<file path="config.mk">
export PLATFORM = sky130hd
export DESIGN_NAME = byte_ring_buffer_fifo_core
export DESIGN_NICKNAME = d
export VERILOG_FILES = /design/src/rtl/core/brbf_pkg.sv /design/src/rtl/core/brbf_ram.sv /design/src/rtl/core/brbf_index.sv /design/src/rtl/core/byte_ring_buffer_fifo_core.sv
export SDC_FILE = /design/constraint.sdc
export NUM_CORES = 2
export LEC_CHECK = 0
export BUFFER_PORTS_ARGS = -buffer_cell sky130_fd_sc_hd__buf_2
export CORE_MARGIN = 2
export CORE_UTILIZATION = 57
export DETAILED_ROUTE_END_ITERATION = 10
export GPL_TIMING_DRIVEN = 0
export PLACE_DENSITY = 0.77
export SLEW_MARGIN = 30
export SYNTH_ARGS = -nofsm -noshare
export SYNTH_HDL_FRONTEND = slang
export SYNTH_SLANG_ARGS = --single-unit
</file>
<file path="constraint.sdc">
create_clock -name clock -period 5.8 [get_ports clock]
set_input_delay 1.45 -clock clock [delete_from_list [all_inputs] [get_ports clock]]
set_output_delay 1.45 -clock clock [all_outputs]
set_load 0.02 [all_outputs]
</file>
<file path="src/rtl/core/brbf_pkg.sv">
// Shared types and defaults for the byte ring buffer FIFO core.
// Depends on nothing; brbf_index and the top level refer to it by scoped names.

package brbf_pkg;

   // Default number of slots in the circular store.
   localparam int DEPTH_DEFAULT = 256;

   // Request codes carried by one input beat.
   typedef enum logic [1:0] {
      OP_PUSH    = 2'd0,
      OP_POP     = 2'd1,
      OP_DISCARD = 2'd2,
      OP_CLEAR   = 2'd3
   } op_type;

   // Fill status reported with every result beat, already cut to the port width.
   typedef struct packed {
      logic [7:0] available;
      logic [7:0] contiguous;
      logic       wraps_more;
   } status_type;

endpackage

</file>
<file path="src/rtl/core/brbf_ram.sv">
// Generic single-clock RAM with one write port and one registered read port.
// Depends on nothing.

module brbf_ram #(
   parameter int WIDTH = 8,
   parameter int DEPTH = 256,
   localparam int AW = (DEPTH > 1) ? $clog2(DEPTH) : 1
) (
   input  logic             clock,
   input  logic             wr_en,
   input  logic [AW-1:0]    wr_addr,
   input  logic [WIDTH-1:0] wr_data,
   input  logic             rd_en,
   input  logic [AW-1:0]    rd_addr,
   output logic [WIDTH-1:0] rd_data_ff
);

   logic [WIDTH-1:0] mem [DEPTH];

   // Write and registered read; read data holds while rd_en is low.
   always_ff @(posedge clock) begin
      if (wr_en) begin
         mem[wr_addr] <= wr_data;
      end
      if (rd_en) begin
         rd_data_ff <= mem[rd_addr];
      end
   end

endmodule

</file>
<file path="src/rtl/core/brbf_index.sv">
// Write and read index registers of the ring buffer, request decode and fill status.
// Depends on brbf_pkg.

module brbf_index #(
   parameter int DEPTH = brbf_pkg::DEPTH_DEFAULT,
   localparam int AW = (DEPTH > 1) ? $clog2(DEPTH) : 1
) (
   input  logic                  clock,
   input  logic                  reset,
   input  logic                  accept,
   input  brbf_pkg::op_type      op,
   input  logic [15:0]           count,
   output logic                  ok,
   output logic                  pop_hit,
   output logic                  ram_wr_en,
   output logic [AW-1:0]         ram_wr_addr,
   output logic                  ram_rd_en,
   output logic [AW-1:0]         ram_rd_addr,
   output brbf_pkg::status_type  status
);

   localparam logic [AW:0]   DEPTH_W = (AW+1)'(DEPTH);
   localparam logic [AW-1:0] LAST    = AW'(DEPTH - 1);

   logic [AW-1:0] wr_ff, wr_in;
   logic [AW-1:0] rd_ff, rd_in;
   logic [AW-1:0] wr_next, rd_next;
   logic [AW-1:0] fill;
   logic [AW:0]   fill_w;
   logic [AW:0]   contig_w;
   logic [AW+15:0] cnt_ext;
   logic [AW+15:0] fill_ext;
   logic [AW-1:0] skip;
   logic [AW:0]   rd_sum;
   logic [AW-1:0] rd_disc;
   logic          full, empty;
   logic [AW+7:0] fill_wide;
   logic [AW+7:0] contig_wide;

   function automatic logic [AW-1:0] next_slot(input logic [AW-1:0] i);
      next_slot = (i == LAST) ? '0 : i + AW'(1);
   endfunction

   // Occupancy and the run of unread bytes before the read index wraps.
   always_comb begin
      if (wr_ff >= rd_ff) begin
         fill_w   = {1'b0, wr_ff} - {1'b0, rd_ff};
         contig_w = fill_w;
      end else begin
         fill_w   = DEPTH_W - {1'b0, rd_ff} + {1'b0, wr_ff};
         contig_w = DEPTH_W - {1'b0, rd_ff};
      end
      fill = fill_w[AW-1:0];
   end

   assign wr_next = next_slot(wr_ff);
   assign rd_next = next_slot(rd_ff);
   assign full    = (wr_next == rd_ff);
   assign empty   = (wr_ff == rd_ff);

   // Discard count clamped to the bytes available, then added with wrap.
   always_comb begin
      cnt_ext  = {{AW{1'b0}}, count};
      fill_ext = {16'b0, fill};
      skip     = (cnt_ext > fill_ext) ? fill : cnt_ext[AW-1:0];
      rd_sum   = {1'b0, rd_ff} + {1'b0, skip};
      if (rd_sum >= DEPTH_W) begin
         rd_sum = rd_sum - DEPTH_W;
      end
      rd_disc = rd_sum[AW-1:0];
   end

   // Request decode: index updates and store accesses.
   always_comb begin
      wr_in     = wr_ff;
      rd_in     = rd_ff;
      ok        = 1'b1;
      pop_hit   = 1'b0;
      ram_wr_en = 1'b0;
      ram_rd_en = 1'b0;
      case (op)
         brbf_pkg::OP_PUSH: begin
            ok = !full;
            if (accept && !full) begin
               ram_wr_en = 1'b1;
               wr_in     = wr_next;
            end
         end
         brbf_pkg::OP_POP: begin
            ok      = !empty;
            pop_hit = !empty;
            if (accept && !empty) begin
               ram_rd_en = 1'b1;
               rd_in     = rd_next;
            end
         end
         brbf_pkg::OP_DISCARD: begin
            if (accept) begin
               rd_in = rd_disc;
            end
         end
         brbf_pkg::OP_CLEAR: begin
            if (accept) begin
               wr_in = '0;
               rd_in = '0;
            end
         end
         default: begin
            ok = 1'b1;
         end
      endcase
   end

   assign ram_wr_addr = wr_ff;
   assign ram_rd_addr = rd_ff;

   // Status of the current indices, cut to the 8-bit result fields.
   always_comb begin
      fill_wide         = {8'b0, fill};
      contig_wide       = {8'b0, contig_w[AW-1:0]};
      status.available  = fill_wide[7:0];
      status.contiguous = contig_wide[7:0];
      status.wraps_more = (wr_ff < rd_ff);
   end

   // Index registers.
   always_ff @(posedge clock) begin
      if (reset) begin
         wr_ff <= '0;
         rd_ff <= '0;
      end else begin
         wr_ff <= wr_in;
         rd_ff <= rd_in;
      end
   end

   // A successful push grows the occupancy by exactly one byte.
   a_push_grows: assert property (@(posedge clock) disable iff (reset)
      (accept && op == brbf_pkg::OP_PUSH && !full) |=> (fill == $past(fill) + AW'(1)))
      else $error("push did not grow occupancy by one");

   // A clear leaves both indices at zero.
   a_clear_zero: assert property (@(posedge clock) disable iff (reset)
      (accept && op == brbf_pkg::OP_CLEAR) |=> (wr_ff == '0 && rd_ff == '0))
      else $error("clear did not zero the indices");

   // Both indices stay inside the store.
   a_index_range: assert property (@(posedge clock) disable iff (reset)
      (wr_ff <= LAST && rd_ff <= LAST))
      else $error("index beyond the last slot");

   // Occupancy never exceeds one less than the depth.
   a_fill_bound: assert property (@(posedge clock) disable iff (reset)
      (fill_w <= DEPTH_W - (AW+1)'(1)))
      else $error("occupancy beyond capacity");

endmodule

</file>
<file path="src/rtl/core/byte_ring_buffer_fifo_core.sv">
// Top level of the byte ring buffer FIFO core: request handshake, result register, store.
// Depends on brbf_pkg, brbf_ram and brbf_index.

// A byte FIFO in a circular store of DEPTH slots holding at most DEPTH-1 bytes. Each
// request beat (push, pop, discard or clear) yields exactly one result beat with the
// success flag, the popped byte and the fill status after the request. A request is
// accepted every cycle while results are taken. Its result beat passes through stage
// one, where the store's registered read is issued at acceptance, and then into the
// result register, which loads when stage one moves on. The rate is set by the index
// registers, which update at the accepting edge so the next request sees them at once.
// The store has no reset; contents survive a clear.

module byte_ring_buffer_fifo_core #(
   parameter int DEPTH = brbf_pkg::DEPTH_DEFAULT
) (
   input  logic        clock,
   input  logic        reset,
   input  logic        req_valid,
   output logic        req_ready,
   input  logic [1:0]  req_op,
   input  logic [7:0]  req_data_in,
   input  logic [15:0] req_count,
   output logic        rsp_valid,
   input  logic        rsp_ready,
   output logic        rsp_ok,
   output logic [7:0]  rsp_data_out,
   output logic [7:0]  rsp_available,
   output logic [7:0]  rsp_contiguous,
   output logic        rsp_wraps_more
);

   localparam int AW = (DEPTH > 1) ? $clog2(DEPTH) : 1;

   logic                 accept;
   logic                 ok;
   logic                 pop_hit;
   logic                 ram_wr_en, ram_rd_en;
   logic [AW-1:0]        ram_wr_addr, ram_rd_addr;
   logic [7:0]           ram_rd_data;
   brbf_pkg::status_type status;

   logic s1_valid_ff, s1_valid_in;
   logic s1_ok_ff, s1_pop_ff;
   logic s1_move;
   logic out_valid_ff, out_valid_in;
   logic out_ok_ff;
   logic [7:0] out_data_ff;
   brbf_pkg::status_type out_status_ff;

   // Stage one moves on when the result register is free or being emptied.
   assign s1_move   = s1_valid_ff && (!out_valid_ff || rsp_ready);
   assign req_ready = !s1_valid_ff || s1_move;
   assign accept    = req_valid && req_ready;

   brbf_index #(
      .DEPTH(DEPTH)
   ) u_index (
      .clock       (clock),
      .reset       (reset),
      .accept      (accept),
      .op          (brbf_pkg::op_type'(req_op)),
      .count       (req_count),
      .ok          (ok),
      .pop_hit     (pop_hit),
      .ram_wr_en   (ram_wr_en),
      .ram_wr_addr (ram_wr_addr),
      .ram_rd_en   (ram_rd_en),
      .ram_rd_addr (ram_rd_addr),
      .status      (status)
   );

   brbf_ram #(
      .WIDTH(8),
      .DEPTH(DEPTH)
   ) u_store (
      .clock      (clock),
      .wr_en      (ram_wr_en),
      .wr_addr    (ram_wr_addr),
      .wr_data    (req_data_in),
      .rd_en      (ram_rd_en),
      .rd_addr    (ram_rd_addr),
      .rd_data_ff (ram_rd_data)
   );

   always_comb begin
      s1_valid_in  = accept ? 1'b1 : (s1_move ? 1'b0 : s1_valid_ff);
      out_valid_in = s1_move ? 1'b1 : (rsp_ready ? 1'b0 : out_valid_ff);
   end

   // Control state of the two stages.
   always_ff @(posedge clock) begin
      if (reset) begin
         s1_valid_ff  <= 1'b0;
         out_valid_ff <= 1'b0;
      end else begin
         s1_valid_ff  <= s1_valid_in;
         out_valid_ff <= out_valid_in;
      end
   end

   // Payload: stage one keeps the outcome while the store read completes; the index
   // registers still hold this beat's post-request state when it moves on.
   always_ff @(posedge clock) begin
      if (accept) begin
         s1_ok_ff  <= ok;
         s1_pop_ff <= pop_hit;
      end
      if (s1_move) begin
         out_ok_ff     <= s1_ok_ff;
         out_data_ff   <= s1_pop_ff ? ram_rd_data : 8'd0;
         out_status_ff <= status;
      end
   end

   assign rsp_valid      = out_valid_ff;
   assign rsp_ok         = out_ok_ff;
   assign rsp_data_out   = out_data_ff;
   assign rsp_available  = out_status_ff.available;
   assign rsp_contiguous = out_status_ff.contiguous;
   assign rsp_wraps_more = out_status_ff.wraps_more;

   // A stalled result with stage one occupied blocks new requests.
   a_backpressure: assert property (@(posedge clock) disable iff (reset)
      (out_valid_ff && !rsp_ready && s1_valid_ff) |-> !req_ready)
      else $error("request taken while both stages are full");

   // A result beat only appears after a beat passed through stage one.
   a_result_source: assert property (@(posedge clock) disable iff (reset)
      $rose(out_valid_ff) |-> $past(s1_valid_ff))
      else $error("result without a staged request");

   // A store read is only issued for an accepted pop.
   a_read_on_pop: assert property (@(posedge clock) disable iff (reset)
      ram_rd_en |-> (accept && req_op == brbf_pkg::OP_POP))
      else $error("store read outside an accepted pop");

endmodule
</file>
=== After elaboration in Yosys (flattened, before gate mapping) ===
Memories as Yosys holds them, arrays and structs flattened. A register that Yosys moved wholly into a read port is not among the register bits.
Cells that the tools add are included.

* Muxes and demuxes: 23
* Add/sub/neg operators: 7
* Reductions and logical operators: 17
* Equality and inequality tests: 11
* Magnitude comparators: 4

{| class="wikitable"
|+ Operators with widths
! kind !! number
|-
| 8-bit two-way mux || 10
|-
| 8-bit case mux with 3 select lines || 1
|-
| 8-bit by 1-bit adder with 8-bit output, second input constant || 2
|-
| 8-bit == test || 2
|-
| 8-bit == test, second input constant || 2
|-
| 16-bit by 8-bit greater-than comparator with 1-bit output || 1
|-
| 8-bit case mux with 2 select lines || 1
|-
| 1-bit two-way mux || 10
|-
| 8-bit by 8-bit adder with 9-bit output || 1
|-
| 9-bit >= comparator, second input constant || 1
|-
| 8-bit adder || 1
|-
| 8-bit >= comparator || 1
|-
| 8-bit less-than comparator || 1
|-
| 1-bit by 8-bit subtractor with 8-bit output, first input constant || 1
|-
| 8-bit by 1-bit subtractor with 8-bit output, second input constant || 1
|-
| 8-bit subtractor || 1
|-
| 2-bit nonzero test || 3
|-
| 2-bit == test, second input constant || 2
|-
| 1-bit logical AND || 4
|-
| 1-bit logical NOT || 4
|-
| 2-bit by 1-bit != test with 1-bit output, second input constant || 2
|-
| 2-bit != test, second input constant || 2
|-
| 4-bit AND reduction || 1
|-
| 3-bit AND reduction || 1
|-
| other kinds (5) || 6
|}

* Input bits: 30
* Register bits: 46
* Bits in writable memories: 2,048
* Memories kept: 1

{| class="wikitable"
|+ Memory list
! name !! depth !! width !! read ports !! clocked after memory_dff !! write ports !! RTL line !! source
|-
| u_store.mem || 256 || 8 || 1 || 1 || 1 || brbf_ram.sv:18 || <nowiki>logic [WIDTH-1:0] mem [DEPTH];</nowiki>
|}

=== Depth between registers and ports, before layout ===
* Depth in word-level cells: 10
* Depth in mapped cells: 34
* Mapped depth without buffers: 29

=== Modules after synthesis ===
A second synthesis with hierarchy kept.

* Cell total of the unflattened synthesis: 4,143
* Area, all modules: 83,393.7 µm²

{| class="wikitable"
|+ Modules (own cells, without submodules)
! module !! area each (µm²) !! seq. area each (µm²) !! instances !! cells each
|-
| brbf_ram || 79,636.4 || 61,739.2 || 1 || 3,733
|-
| brbf_index || 2,762.6 || 320.3 || 1 || 364
|-
| byte_ring_buffer_fifo_core || 994.7 || 880.8 || 1 || 46
|}

=== Worst setup path after synthesis ===
Ideal clock, no wire load.

* Path kind: reg2reg
* From: register u_index.rd_ff[1] (netlist: u_index.ram_rd_addr[1])
* To: register u_index.rd_ff[6] (netlist: u_index.ram_rd_addr[6])
* Buffers on the path: 5
* Required time: 5.672 ns
* Arrival time: 5.905 ns
* Setup slack: -0.233 ns
* Stages on the path, launching flop included: 33
* Cell sequence: dfxtp_1 > buf_2 > buf_2 > buf_2 > buf_2 > inv_1 > clkbuf_1 > ha_1 > nand2_1 > nor4_1 > xnor2_1 > ha_1 > or3b_2 > nand3_1 > a211oi_1 > mux2i_1 > xnor2_1 > o211ai_1 > nor3_1 > o2bb2ai_2 > mux2i_1 > ha_1 > inv_1 > fa_1 > inv_1 > a21oi_1 > o21bai_1 > a21o_1 > a21oi_1 > xnor2_1 > a32o_1 > a22oi_1 > nor2_1

{| class="wikitable"
|+ RTL lines
! what !! RTL line !! source
|-
| start, declared || brbf_index.sv:26 || <nowiki>logic [AW-1:0] rd_ff, rd_in;</nowiki>
|-
| start signal, assigned || brbf_index.sv:133 || <nowiki>rd_ff <= rd_in;</nowiki>
|}

==> metrics.yaml <==
logic_synthesis:
  synth-simple-area-share_pct: 2.681
  netlist_area_mm2: 0.08295
  synth_top_family_by_area: "multiplexers"
  synthAdderAreaFrac_pct: 0.5702
  synth_xor_area_share_pct: 0.3273
  ys.flop_type: "edfxtp_1"
  yosysSeqAreaShare_pct: 75.88
  ys_ff_latch: 2102
  synthMuxAreaShare_pct: 18.10
  synthCells: 3756
  synth_edf_count: 2084
  synth_compound_area_share_pct: 1.189
  ys_warn_count: 0
  synth_nets: 3822
  synth_cell_types: 69
  async_reset_ff_share_pct: 0
  syn_avg_cell_area_um2: 22.08
routing:
  vias: 44978
  viasPerCell: 7.263
  wl_per_cell_um: 41.09
  drt-initial-drc-count: 8499
  dr.pass1.iters: 9
  drc: 0
  wl_mm: 254.5
  ant_nets: 0
placed_design:
  dp_hpwl_mm: 156.3
  port_buffers: 56
  gp_routability_congestion: 0.9606
  dp_cells: 5755
  pre_cts_ws_ns: -2.316
min_path:
  hold_class: "flop to flop"
  min_to: "rsp_ok"
  worstHoldStart: "s1_ok_ff"
  hold_path_depth: 0
sta:
  skew_ns: 0.04324
  hold_slack_ns: 0.4573
  final-hold-violation-count: 0
  slew_headroom_pct: 27.31
  setup_slack_ns: -0.1059
  worst_pin_slew_ns: 1.090
  drv_slew: 0
  period_needed_ns: 5.906
  fmax_ghz: 0.1693
  setup_viol: 2
  period_share_pct: 101.8
run_status:
  status: "complete, but fails checks"
  failed_checks: "negative setup slack"
clocking:
  numCtsBuffers: 198
  cts_hold_buf: 0
  cts_tree: "built"
  clock_path_buffers: 3
  clk_latency_ns: 0.88
  cts.sinks: 2102
  clk_pin_slew_ns: 0.07
  clock-root-buffer: "clkbuf_16"
  cts_max_level: 4
floorplanning:
  rows: 139
  die_area_mm2: 0.1486
  die_w_um: 385.5
  initial_core_util_pct: 57.60
  ios: 58
  die_h_um: 385.5
  core_mm2: 0.1440
cells_and_area:
  final_cells: 6193
  drive_above_1_share_pct: 31.96
  finish.utilization_pct: 65.64
  layout.nets: 4182
  syn_to_final_growth_pct: 13.96
worst_setup_path:
  cp-start-kind: "flop"
  cp_slowest_cell: "dfxtp_4"
  critPathCaptureType: "flop"
  r2r-start: "u_index.ram_rd_addr[1]"
  critPathKind: "flop to flop"
  critPathMaxFanout: 6
  cp_top_family: "compound AO/OA/AOI/OAI gates"
  crit_arrival_ns: 6.62
  r2r-end: "u_index.ram_rd_addr[6]"
  cpMostUsedCell: "buf_4"
  cp.required_ns: 6.51
  rrSetupSlack_ns: -0.11
  rr_worst_depth: 32
  critical_path_buf_inv_count: 11
  slowest_delay_ns: 0.45
grt:
  grt_pass1_wl_mm: 346.9
  grt_pass1_vias: 43923
  grt_max_degree: 129
  grt_overflow_total: 0
  track_usage_pct: 34.56
  antenna_found_initial: 11
job:
  maxCapViolCount: 0
power_and_ir_drop:
  power_w: 0.03383
  powerDensity_mw_per_mm2: 357.9
  max-vdd-ir-drop_mv: 0.3409
  leakagePower_nw: 29.48
[timing repair]
action / 4_1_cts / 5_1_grt
cloned: 0 / 1
gates resized for setup: 113 / 52
pin swaps: 17 / 39
setup endpoints to repair: 8 / 4
setup buffers: 40 / 36
[placed cells by master, fill, tap and decap left out, types with 15 or more instances in the layout]
| master | instances |
|---|---|
| a21oi_1 | 23 |
| a31oi_1 | 15 |
| and3_1 | 20 |
| buf_16 | 38 |
| buf_2 | 148 |
| buf_4 | 76 |
| bufinv_16 | 21 |
| clkbuf_1 | 56 |
| clkbuf_16 | 201 |
| clkbuf_2 | 55 |
| clkinv_1 | 56 |
| clkinv_2 | 31 |
| dfxtp_1 | 15 |
| edfxtp_1 | 2084 |
| ha_1 | 20 |
| inv_1 | 24 |
| mux2i_1 | 31 |
| mux4_2 | 649 |
| nand2_1 | 92 |
| nor2_1 | 292 |
| o21ai_0 | 32 |
| xnor2_1 | 17 |
[layout make-up]
| cell class | count | area (µm²) |
|---|---|---|
| tap | 1903 | 2381 |
| clock buffer | 240 | 5155 |
| sequential | 2102 | 62950 |
| multi-input combinational | 1413 | 19480 |
| buffer | 195 | 1129 |
| timing repair buffer | 173 | 2019 |
| clock inverter | 124 | 1239 |
| antenna | 10 | 25.02 |
| inverter | 33 | 141.4 |
| fill | 8654 | 49480 |
[worst max-delay path by stage]
stage                                start                endpoint  slack, ns  depth (start not counted)
finish              u_index.ram_rd_addr[1]  u_index.ram_rd_addr[6]      -0.11                         32
global placement    u_index.ram_rd_addr[3]  u_index.ram_rd_addr[7]      -2.83                         25
global route        u_index.ram_rd_addr[1]  u_index.ram_rd_addr[6]      -0.17                         32
CTS                 u_index.ram_rd_addr[4]  u_index.ram_rd_addr[6]      0.003                         28
detailed placement  u_index.ram_rd_addr[1]  u_index.ram_rd_addr[7]      -2.32                         28
floorplan           u_index.ram_rd_addr[1]  u_index.ram_rd_addr[7]      0.004                         28
[per-layer routing]
metal,vias to the layer above,global-route usage (%),part of all wire (%)
li1,16509,-,-
met2,4568,49.95,44
met5,-,0,0.036
met4,8,22.10,7.9
met3,941,13.42,16
met1,22952,44.21,32
[per-stage QoR]
stage	TNS (ns)	instance area [µm²]
final	-0.1780	94520
after global routing	-0.2932	94500
after CTS	0	94050
after detailed placement	-14.48	86890
after global placement	-20.98	85630
after floorplan	0	82960
[worst reg2reg max path: cells and delay by family (launching register included)]
kind,cells,cell delay [ns]
AO/OA/AOI/OAI,12,1.98
XOR/XNOR,1,0.13
adder cells (fa/ha/maj),4,1.16
buffers and inverters,11,1.58
flip-flops,1,0.45
multiplexers,1,0.19
AND/OR/NAND/NOR,3,0.30
[cells by family after synthesis]
kind of cell	Yosys count
flops	2102
mux	688
simple gates	508
compound gates	150
fa+ha+maj	36
xor+xnor	31
buf+inv	241
[flip-flops by register name (all words and copies together) (netlist names), 8 cells and up]
register	flops
u_store.mem	2048
rsp_contiguous	8
u_index.ram_rd_addr	8
rsp_available	8
u_store.rd_data_ff	8
u_index.ram_wr_addr	8
rsp_data_out	8
[synth_stat cells (13+ instances only)]
| cell | instances | area (µm²) |
|---|---|---|
| a21oi_1 | 30 | 150.1 |
| a31oi_1 | 16 | 100.1 |
| and2_1 | 13 | 81.33 |
| and3_1 | 22 | 137.6 |
| buf_1 | 31 | 116.4 |
| buf_2 | 93 | 465.5 |
| clkbuf_1 | 81 | 304.0 |
| dfxtp_1 | 18 | 360.4 |
| edfxtp_1 | 2084 | 62580 |
| ha_1 | 33 | 412.9 |
| inv_1 | 30 | 112.6 |
| mux2i_1 | 32 | 320.3 |
| mux4_2 | 649 | 14620 |
| nand2_1 | 95 | 356.6 |
| nand3_1 | 14 | 70.07 |
| nor2_1 | 301 | 1130 |
| o21ai_0 | 38 | 190.2 |
| xnor2_1 | 22 | 192.7 |
[power breakdown]
part	total [W]	switching [W]	internal (W)
combinational	0.00401	0.00244	0.00158
clock	0.0131	0.00578	0.00727
sequential	0.0168	0.0000182	0.0167
(Power assumes the default switching activity.)
